<file path="src/hw/rtl/tlmp_pkg.sv">
`default_nettype none
package tlmp_pkg;

  // operation codes
  localparam logic [1:0] OP_TICK   = 2'd0;
  localparam logic [1:0] OP_TARGET = 2'd1;
  localparam logic [1:0] OP_LOAD   = 2'd2;
  localparam logic [1:0] OP_NOP    = 2'd3;

  // register indexes
  localparam logic [2:0] REG_STEP_INTERVAL = 3'd0;
  localparam logic [2:0] REG_MAX_SPEED     = 3'd1;
  localparam logic [2:0] REG_ACCEL         = 3'd2;
  localparam logic [2:0] REG_DECEL         = 3'd3;
  localparam logic [2:0] REG_REACH         = 3'd4;
  localparam logic [2:0] REG_NONE          = 3'd7;

  // register reset values
  localparam logic [15:0] RST_STEP_INTERVAL = 16'd6;
  localparam logic [15:0] RST_MAX_SPEED     = 16'd15360;
  localparam logic [17:0] RST_ACCEL         = 18'd23040;
  localparam logic [17:0] RST_DECEL         = 18'd30720;
  localparam logic [15:0] RST_REACH         = 16'd256;

  // divide by 1000 as (x >> 3) * ceil(2^38 / 125) >> 38, exact for x below 2^34
  localparam logic [31:0] RECIP_125 = 32'd2199023256;

  // iteration counts of the shared unit
  localparam logic [4:0] SQRT_STEPS = 5'd21;
  localparam logic [4:0] DIV_STEPS  = 5'd25;

  typedef struct packed {
    logic [1:0]         operation;
    logic [31:0]        now_ms;
    logic signed [19:0] coord_x;
    logic signed [19:0] coord_y;
    logic signed [19:0] coord_z;
  } tlmp_in_t;

  typedef struct packed {
    logic signed [19:0] pos_x;
    logic signed [19:0] pos_y;
    logic signed [19:0] pos_z;
    logic [15:0]        speed_now;
    logic               moving;
    logic               arrived;
    logic               stepped;
  } tlmp_out_t;

  // request to the shared divide / square root unit
  typedef struct packed {
    logic start;
    logic sqrt;
  } tlmp_iter_req_t;

  typedef enum logic [4:0] {
    ST_IDLE,
    ST_SQ_MUL,
    ST_SQ_ACC,
    ST_REACH,
    ST_ARR_CMP,
    ST_DD,
    ST_SS,
    ST_DEC_CMP,
    ST_RATE,
    ST_RATE_GO,
    ST_SPEED,
    ST_STEP,
    ST_STEP_GO,
    ST_STEP_SAVE,
    ST_MV_MUL,
    ST_MV_GO,
    ST_MV_UPD,
    ST_WAIT,
    ST_DONE
  } tlmp_state_t;

endpackage
`default_nettype wire

</file>
<file path="src/hw/rtl/trapezoidal_linear_move_profile_unit.sv">
`default_nettype none
// Straight-line 3D move generator with a trapezoidal speed profile. Operations:
// tick (0), set target (1) and load position (2); code 3 only reports state.
// Every transaction gives one result. Set, load, code 3 and a tick that takes
// no step go straight to the result; a tick that finds the target within
// reach stops after the distance check, and a tick that steps also runs the
// shared bit-serial divide / square root unit: one root of 21 bits and three
// rounded quotients of 25 bits, each one bit per cycle, with a single 32x32
// multiplier feeding it that also scales by 1/1000 through a reciprocal. The
// block takes no new transaction while one is in work or while its result
// waits in the output register, so the next input transaction comes in the
// cycle after the result transaction at the earliest.
// Configuration writes are always ready and are expected only while idle.
module trapezoidal_linear_move_profile_unit
  import tlmp_pkg::*;
(
  input  wire logic        clk,
  input  wire logic        rst,
  input  wire logic        in_valid,
  output logic             in_stall,
  input  wire tlmp_in_t    in_data,
  output logic             out_valid,
  input  wire logic        out_stall,
  output tlmp_out_t        out_data,
  input  wire logic        cfg_valid,
  output logic             cfg_ready,
  input  wire logic [2:0]  cfg_index,
  input  wire logic [17:0] cfg_data
);

  tlmp_state_t state, state_next, after;

  // configuration
  logic [15:0] step_interval;
  logic [15:0] max_speed;
  logic [17:0] accel_rate;
  logic [17:0] decel_rate;
  logic [15:0] reach_range;

  // motion state
  logic signed [19:0] cur [3];
  logic signed [19:0] tgt [3];
  logic [15:0]        speed;
  logic [31:0]        last_step;
  logic               move_active;

  // working registers
  logic [19:0] mag [3];
  logic        neg [3];
  logic [1:0]  idx;
  logic [15:0] dt;
  logic [41:0] acc;
  logic [63:0] prod;
  logic [39:0] dd;
  logic [20:0] dist_root;
  logic [23:0] stepsz;
  logic        decel_mode;
  logic        flag_arrived;
  logic        flag_stepped;

  logic           accept;
  logic [31:0]    elapsed;
  logic           take_step;
  logic signed [20:0] diff [3];
  logic [31:0]    mul_a, mul_b;
  logic [63:0]    mul_p;
  tlmp_iter_req_t iter_req;
  logic [47:0]    iter_num;
  logic [20:0]    iter_den;
  logic           iter_done;
  logic [24:0]    iter_res;
  logic [24:0]    quo;
  logic signed [25:0] pos_sum;
  logic [25:0]    spd_sum;

  assign cfg_ready = 1'b1;
  assign in_stall  = (state != ST_IDLE) || out_valid;
  assign accept    = in_valid && !in_stall;
  assign elapsed   = in_data.now_ms - last_step;
  assign take_step = (in_data.operation == OP_TICK) && move_active &&
                     (elapsed >= {16'b0, step_interval});

  // quotient by 1000 from the reciprocal product
  assign quo = prod[62:38];

  // per-axis remaining distance
  always_comb begin
    for (int i = 0; i < 3; i++) begin
      diff[i] = {tgt[i][19], tgt[i]} - {cur[i][19], cur[i]};
    end
  end

  // shared multiplier operand selection
  always_comb begin
    mul_a = '0;
    mul_b = '0;
    case (state)
      ST_SQ_MUL: begin
        mul_a = {12'b0, mag[idx]};
        mul_b = {12'b0, mag[idx]};
      end
      ST_REACH: begin
        mul_a = {16'b0, reach_range};
        mul_b = {16'b0, reach_range};
      end
      ST_DD: begin
        mul_a = {11'b0, iter_res[20:0]};
        mul_b = {14'b0, decel_rate};
      end
      ST_SS: begin
        mul_a = {16'b0, speed};
        mul_b = {16'b0, speed};
      end
      ST_RATE: begin
        mul_a = {14'b0, decel_mode ? decel_rate : accel_rate};
        mul_b = {16'b0, dt};
      end
      ST_RATE_GO: begin
        mul_a = {1'b0, prod[33:3]};
        mul_b = RECIP_125;
      end
      ST_STEP: begin
        mul_a = {16'b0, speed};
        mul_b = {16'b0, dt};
      end
      ST_STEP_GO: begin
        mul_a = {1'b0, prod[33:3]};
        mul_b = RECIP_125;
      end
      ST_MV_MUL: begin
        mul_a = {12'b0, mag[idx]};
        mul_b = {8'b0, stepsz};
      end
      default: begin
        mul_a = '0;
        mul_b = '0;
      end
    endcase
  end
  assign mul_p = mul_a * mul_b;

  // next state and requests to the shared unit
  always_comb begin
    state_next = state;
    iter_req   = '0;
    iter_num   = prod[47:0];
    iter_den   = dist_root;
    unique case (state)
      ST_IDLE: begin
        if (accept) state_next = take_step ? ST_SQ_MUL : ST_DONE;
      end
      ST_SQ_MUL:  state_next = ST_SQ_ACC;
      ST_SQ_ACC:  state_next = (idx == 2'd2) ? ST_REACH : ST_SQ_MUL;
      ST_REACH:   state_next = ST_ARR_CMP;
      ST_ARR_CMP: begin
        if (acc <= {10'b0, prod[31:0]}) begin
          state_next = ST_DONE;
        end else begin
          iter_req.start = 1'b1;
          iter_req.sqrt  = 1'b1;
          iter_num       = {6'b0, acc};
          state_next     = ST_WAIT;
        end
      end
      ST_DD:        state_next = ST_SS;
      ST_SS:        state_next = ST_DEC_CMP;
      ST_DEC_CMP:   state_next = ST_RATE;
      ST_RATE:      state_next = ST_RATE_GO;
      ST_RATE_GO:   state_next = ST_SPEED;
      ST_SPEED:     state_next = ST_STEP;
      ST_STEP:      state_next = ST_STEP_GO;
      ST_STEP_GO:   state_next = ST_STEP_SAVE;
      ST_STEP_SAVE: state_next = ST_MV_MUL;
      ST_MV_MUL:    state_next = ST_MV_GO;
      ST_MV_GO: begin
        // rounded quotient: add half the divisor first
        iter_req.start = 1'b1;
        iter_num       = prod[47:0] + {28'b0, dist_root[20:1]};
        iter_den       = dist_root;
        state_next     = ST_WAIT;
      end
      ST_MV_UPD:  state_next = (idx == 2'd2) ? ST_DONE : ST_MV_MUL;
      ST_WAIT: begin
        if (iter_done) state_next = after;
      end
      ST_DONE:    state_next = ST_IDLE;
      default:    state_next = ST_IDLE;
    endcase
  end

  always_ff @(posedge clk) begin
    if (rst) state <= ST_IDLE;
    else     state <= state_next;
  end

  // position and speed sums; the position saturates to the 20-bit range on update
  always_comb begin
    if (neg[idx]) pos_sum = {{6{cur[idx][19]}}, cur[idx]} - {1'b0, iter_res};
    else          pos_sum = {{6{cur[idx][19]}}, cur[idx]} + {1'b0, iter_res};
    spd_sum = {10'b0, speed} + {1'b0, quo};
  end

  // configuration registers
  always_ff @(posedge clk) begin
    if (rst) begin
      step_interval <= RST_STEP_INTERVAL;
      max_speed     <= RST_MAX_SPEED;
      accel_rate    <= RST_ACCEL;
      decel_rate    <= RST_DECEL;
      reach_range   <= RST_REACH;
    end else if (cfg_valid && cfg_ready) begin
      unique case (cfg_index)
        REG_STEP_INTERVAL: step_interval <= cfg_data[15:0];
        REG_MAX_SPEED:     max_speed     <= cfg_data[15:0];
        REG_ACCEL:         accel_rate    <= cfg_data;
        REG_DECEL:         decel_rate    <= cfg_data;
        REG_REACH:         reach_range   <= cfg_data[15:0];
        default: ;
      endcase
    end
  end

  // motion state and datapath registers
  always_ff @(posedge clk) begin
    if (rst) begin
      for (int i = 0; i < 3; i++) begin
        cur[i] <= '0;
        tgt[i] <= '0;
      end
      speed        <= '0;
      last_step    <= '0;
      move_active  <= 1'b0;
      flag_arrived <= 1'b0;
      flag_stepped <= 1'b0;
      idx          <= '0;
    end else begin
      case (state)
        ST_IDLE: begin
          if (accept) begin
            flag_arrived <= 1'b0;
            flag_stepped <= 1'b0;
            idx          <= '0;
            acc          <= '0;
            if (take_step) begin
              last_step <= in_data.now_ms;
              dt        <= (elapsed[31:16] != 16'd0) ? 16'hFFFF : elapsed[15:0];
              for (int i = 0; i < 3; i++) begin
                neg[i] <= diff[i][20];
                mag[i] <= diff[i][20] ? 20'(-diff[i]) : diff[i][19:0];
              end
            end else if (in_data.operation == OP_TARGET) begin
              tgt[0]      <= in_data.coord_x;
              tgt[1]      <= in_data.coord_y;
              tgt[2]      <= in_data.coord_z;
              move_active <= 1'b1;
              last_step   <= in_data.now_ms;
            end else if (in_data.operation == OP_LOAD) begin
              cur[0] <= in_data.coord_x;
              cur[1] <= in_data.coord_y;
              cur[2] <= in_data.coord_z;
            end
          end
        end
        ST_SQ_MUL: prod <= mul_p;
        ST_SQ_ACC: begin
          acc <= acc + prod[41:0];
          idx <= (idx == 2'd2) ? 2'd0 : idx + 2'd1;
        end
        ST_REACH: prod <= mul_p;
        ST_ARR_CMP: begin
          after <= ST_DD;
          if (acc <= {10'b0, prod[31:0]}) begin
            speed        <= '0;
            move_active  <= 1'b0;
            flag_arrived <= 1'b1;
          end
        end
        ST_DD: begin
          dist_root <= iter_res[20:0];
          prod      <= mul_p;
        end
        ST_SS: begin
          dd   <= prod[39:0];
          prod <= mul_p;
        end
        ST_DEC_CMP: decel_mode <= ({1'b0, dd, 1'b0} <= {10'b0, prod[31:0]});
        ST_RATE:    prod <= mul_p;
        ST_RATE_GO: prod <= mul_p;
        ST_SPEED: begin
          if (decel_mode) begin
            speed <= (quo >= {9'b0, speed}) ? 16'd0 : speed - quo[15:0];
          end else begin
            speed <= (spd_sum > {10'b0, max_speed}) ? max_speed : spd_sum[15:0];
          end
        end
        ST_STEP:    prod <= mul_p;
        ST_STEP_GO: prod <= mul_p;
        ST_STEP_SAVE: begin
          stepsz <= prod[61:38];
          idx    <= '0;
        end
        ST_MV_MUL: begin
          prod  <= mul_p;
          after <= ST_MV_UPD;
        end
        ST_MV_UPD: begin
          if (pos_sum > 26'sd524287)       cur[idx] <= 20'sh7FFFF;
          else if (pos_sum < -26'sd524288) cur[idx] <= 20'sh80000;
          else                             cur[idx] <= pos_sum[19:0];
          idx <= (idx == 2'd2) ? 2'd0 : idx + 2'd1;
          if (idx == 2'd2) flag_stepped <= 1'b1;
        end
        default: ;
      endcase
    end
  end

  // output register
  always_ff @(posedge clk) begin
    if (rst) begin
      out_valid <= 1'b0;
    end else if (state == ST_DONE) begin
      out_valid          <= 1'b1;
      out_data.pos_x     <= cur[0];
      out_data.pos_y     <= cur[1];
      out_data.pos_z     <= cur[2];
      out_data.speed_now <= speed;
      out_data.moving    <= move_active;
      out_data.arrived   <= flag_arrived;
      out_data.stepped   <= flag_stepped;
    end else if (out_valid && !out_stall) begin
      out_valid <= 1'b0;
    end
  end

  tlmp_iter u_iter (
    .clk  (clk),
    .rst  (rst),
    .req  (iter_req),
    .num  (iter_num),
    .den  (iter_den),
    .done (iter_done),
    .res  (iter_res)
  );

endmodule
`default_nettype wire

</file>
<file path="src/hw/rtl/tlmp_iter.sv">
`default_nettype none
// shared bit-serial unit: restoring divide or integer square root, one bit per cycle
module tlmp_iter
  import tlmp_pkg::*;
(
  input  wire logic           clk,
  input  wire logic           rst,
  input  wire tlmp_iter_req_t req,
  input  wire logic [47:0]    num,
  input  wire logic [20:0]    den,
  output logic                done,
  output logic [24:0]         res
);

  logic        mode_sqrt;
  logic [47:0] work;
  logic [22:0] rem;
  logic [20:0] dsor;
  logic [4:0]  cnt;

  logic [24:0] rem_sh;
  logic [24:0] trial;
  logic [24:0] diff;
  logic        ge;

  // one trial subtraction per cycle
  always_comb begin
    if (mode_sqrt) begin
      rem_sh = {rem, work[47:46]};
      trial  = {2'b00, res[20:0], 2'b01};
    end else begin
      rem_sh = {1'b0, rem, work[47]};
      trial  = {4'b0000, dsor};
    end
    ge   = rem_sh >= trial;
    diff = rem_sh - trial;
  end

  // iteration registers
  always_ff @(posedge clk) begin
    if (rst) begin
      cnt  <= '0;
      done <= 1'b0;
    end else if (req.start) begin
      mode_sqrt <= req.sqrt;
      dsor      <= den;
      res       <= '0;
      done      <= 1'b0;
      if (req.sqrt) begin
        work <= {num[41:0], 6'b0};
        rem  <= '0;
        cnt  <= SQRT_STEPS;
      end else begin
        // quotient is known to fit 25 bits, so the top bits start as remainder
        work <= {num[24:0], 23'b0};
        rem  <= num[47:25];
        cnt  <= DIV_STEPS;
      end
    end else if (cnt != 5'd0) begin
      rem  <= ge ? diff[22:0] : rem_sh[22:0];
      res  <= {res[23:0], ge};
      work <= mode_sqrt ? {work[45:0], 2'b00} : {work[46:0], 1'b0};
      cnt  <= cnt - 5'd1;
      done <= (cnt == 5'd1);
    end else begin
      done <= 1'b0;
    end
  end

endmodule
`default_nettype wire

</file>
<file path="config.mk">
export PLATFORM = sky130hd
export DESIGN_NAME = trapezoidal_linear_move_profile_unit
export DESIGN_NICKNAME = d
export VERILOG_FILES = /design/src/hw/rtl/tlmp_pkg.sv /design/src/hw/rtl/trapezoidal_linear_move_profile_unit.sv /design/src/hw/rtl/tlmp_iter.sv
export SDC_FILE = /design/constraint.sdc
export NUM_CORES = 2
export LEC_CHECK = 0
export BUFFER_PORTS_ARGS = -buffer_cell sky130_fd_sc_hd__buf_2
export CAP_MARGIN = 20
export CORE_ASPECT_RATIO = 0.5
export CORE_MARGIN = 2
export CORE_UTILIZATION = 40
export CTS_CLUSTER_SIZE = 14
export DETAILED_ROUTE_END_ITERATION = 10
export GPL_TIMING_DRIVEN = 1
export RECOVER_POWER = 100
export SYNTH_ARGS = -nofsm -noshare
export SYNTH_HDL_FRONTEND = slang
export SYNTH_SLANG_ARGS = --single-unit
</file>
<file path="constraint.sdc">
create_clock -name clk -period 17.5 [get_ports clk]
set_input_delay 1.75 -clock clk [delete_from_list [all_inputs] [get_ports clk]]
set_output_delay 1.75 -clock clk [all_outputs]
set_load 0.02 [all_outputs]
</file>
==> flow_metrics.tcl <==
set metrics [dict create \
    status "complete, but fails checks" \
    violations "max-capacitance violations, max-slew violations" \
    setup_viol 0 \
    vias 58670 \
    cp_max_fo 32 \
    portBuffers 200 \
    critical_path_class "flop to flop" \
    numCtsBuffers 81 \
    die_x_microns 611.3 \
    synth_warnings 0 \
    firstDrtPassIters 8 \
    grt_pass1_wl_microns 374200 \
    core_area_sq_um 183200 \
    area_growth_pct 9.820 \
    ant_nets 0 \
    clkLatencyLatePin_ns 0.74 \
    cp-end-kind "flop" \
    drtIter0Drc 6446 \
    layout-drive-gt1-share_pct 5.907 \
    synthDistinctLibCells 102 \
    grt_max_degree 81 \
    cts_root_buf "clkbuf_16" \
    utilization_pct 44.22 \
    gp_congestion 0.9734 \
    power.leakage_nw 35.16 \
    worstPathArrival_ns 13.90 \
    slew_headroom_pct -150.8 \
    ys.flop_type "edfxtp_1" \
    drv_cap 29 \
    synth_area_sq_um 73760 \
    fp.dieArea_sq_um 188100 \
    slew_viol_final 1045 \
    dp_cells 10310 \
    nNetsFinal 9438 \
    period_share_pct 76.94 \
    crit_top_cell "fa_1" \
    rows 111 \
    dpl_cell_area_sq_um 78550 \
    cpMaxStageDelayCell "clkbuf_1" \
    peakVddDrop_v 0.0002494 \
    cts_buffer_depth 3 \
    async_flop_share_pct 0 \
    tightest_slew_ns 3.763 \
    dp_hpwl_microns 201200 \
    wirelength_microns 252500 \
    drc 0 \
    start_util_pct 40.27 \
    io_pins 202 \
    htreeDepth 3 \
    rsz0062_at_grt "no" \
    clkTransAtPathRegs_ns 0.07 \
    synth_edf_count 603 \
    startpoint_type "flop" \
    hold_viol_final 0 \
    hold_class "flop to flop" \
    cts_tree "yes" \
    antenna_found_initial 24 \
    cts_hold_buf 0 \
    fmax_mhz 74.27 \
    drt-vias-per-instance 5.595 \
    grt.overflow.total 0 \
    netlist_instances 7720 \
    synth_seq_area_share_pct 28.65 \
    cts_setup_buffers 0 \
    design_area_sq_um 81010 \
    cp_data_required_time_ns 17.94 \
    tns_ns 0 \
    layout.cells.non_filler 10490 \
    cts_resized 0 \
    die_h_microns 307.7 \
    grt_pass1_vias 56480 \
    clock_sinks 754 \
    fin_crit_ns 13.46 \
    synth.avg_cell_area_sq_um 9.555 \
    fin_skew_ns 0.08921 \
    synth_seq_cells 754 \
    cpPeakStageDelay_ns 1.24 \
    wl_per_cell_microns 24.08 \
    total_power_mw 13.27 \
    grt_use_total_pct 26.74 \
    powerDensity_nw_per_um2 163.8 \
]
## routing by layer
metal | part of all wire, % | global-route usage, % | vias to the layer above | wire, microns
met3 | 9.3 | 4.778 | 375 | 23540
met4 | 3.4 | 8.314 | 6 | 8511
met5 | 0.011 | 0 | - | 27
li1 | - | - | 26500 | -
met2 | 44 | 40.50 | 2485 | 110000
met1 | 44 | 38.71 | 29310 | 110500
## cells in the final DEF, fill, tap and decap left out, drive strengths merged, types with 26 or more instances in the layout
cell    instances
nor3           80
and2          130
nand2         819
o21bai         44
nand2b         94
clkbuf        252
ha            618
o21a           56
nand4          52
o31ai          52
xnor2         201
and3           49
a211oi         53
nand3         119
o211ai         26
xor2          125
fa            726
or2            35
mux2           30
clkinv         34
a221o          64
dfxtp         151
conb          146
nor4           47
nor2b          53
mux2i         165
a31oi          43
nor2          580
o22ai          28
a21o          128
a22oi          45
or3            28
buf           201
a21oi         428
o21ai         260
inv          1154
edfxtp        603
## stage by stage
| step | hold WS, ns | worst slack (ns) |
|---|---|---|
| 6_report | 0.4263 | 4.036 |
| 5_1_grt | 0.4417 | 3.497 |
| 4_1_cts | 0.4210 | 5.768 |
| 3_5_place_dp | 0.4062 | 5.782 |
| 3_3_place_gp | 0.4013 | 5.176 |
| 2_1_floorplan | 0.4003 | 6.135 |
## cell families after synthesis
family | share of synthesized area (%)
AND/OR/NAND/NOR | 13.39
buffers and inverters | 7.553
AO/OA/AOI/OAI | 13.04
adder cells (fa/ha/maj) | 30.19
flip-flops | 28.65
XOR/XNOR | 3.871
multiplexers | 3.308
other | 0.01018
## final timing paths
path	startpoint	end	slack [ns]	cells past startpoint
setup / recovery	state[2]$_SDFFE_PP0P_	prod[60]$_DFFE_PP_	4.04	33
hold / removal	dist_root[0]$_DFFE_PP_	u_iter.dsor[0]$_DFFE_PP_	0.43	0
setup reg to reg	state[2]$_SDFFE_PP0P_	prod[60]$_DFFE_PP_	4.04	33
hold reg to reg	dist_root[0]$_DFFE_PP_	u_iter.dsor[0]$_DFFE_PP_	0.43	0
## worst max-delay path, delay by kind of cell, from the launching register on
family / cells / cell delay [ns]
buf+inv: 8 / 4.21
fa+ha+maj: 8 / 3.97
compound gates: 9 / 2.78
simple gates: 7 / 1.38
flops: 1 / 0.71
xor+xnor: 1 / 0.09
## sequential cells by signal, summed over array words and instances (netlist names), 23 cells and up, named ones only
signal	cells
acc	42
cur	80
dd	40
last_step	32
mag	60
out_data	79
prod	63
stepsz	24
tgt	60
u_iter.rem	23
u_iter.res	25
u_iter.work	42
## area by class of cell
class | count | area (sq um)
Fill cell | 17780 | 102200
Multi-Input combinational cell | 5637 | 47890
Clock buffer | 102 | 2177
Timing Repair Buffer | 352 | 1824
Inverter | 1148 | 4310
Sequential cell | 754 | 21130
Tap cell | 2429 | 3039
Antenna cell | 17 | 42.54
Clock inverter | 48 | 591.8
## Yosys cell counts, types with 49 or more instances
library cell	instances	area share (%)
inv_1	1145	5.8
nand2_1	819	4.2
fa_1	726	20
ha_1	618	10
edfxtp_1	603	25
nor2_1	580	3.0
a21oi_1	427	2.9
clkbuf_1	287	1.5
o21ai_0	245	1.7
xnor2_1	201	2.4
mux2i_1	165	2.2
dfxtp_1	151	4.1
and2_1	129	1.1
a21o_1	128	1.3
xor2_1	125	1.5
nand3_1	119	0.81
nand2b_1	94	0.80
nor3_1	80	0.54
a221o_1	64	0.87
o21a_1	56	0.57
nor2b_1	53	0.45
a211oi_1	52	0.53
nand4_1	52	0.44
o31ai_1	52	0.53
and3_1	49	0.42
## power breakdown
group | switching [mW] | leakage [nW] | internal, mW
combinational | 5.45 | 26.9 | 3.06
clock | 0.835 | 1.34 | 0.994
sequential | 0.391 | 6.96 | 2.53
total | 6.68 | 35.2 | 6.59
Note: power is estimated with default switching activity, not from simulation.
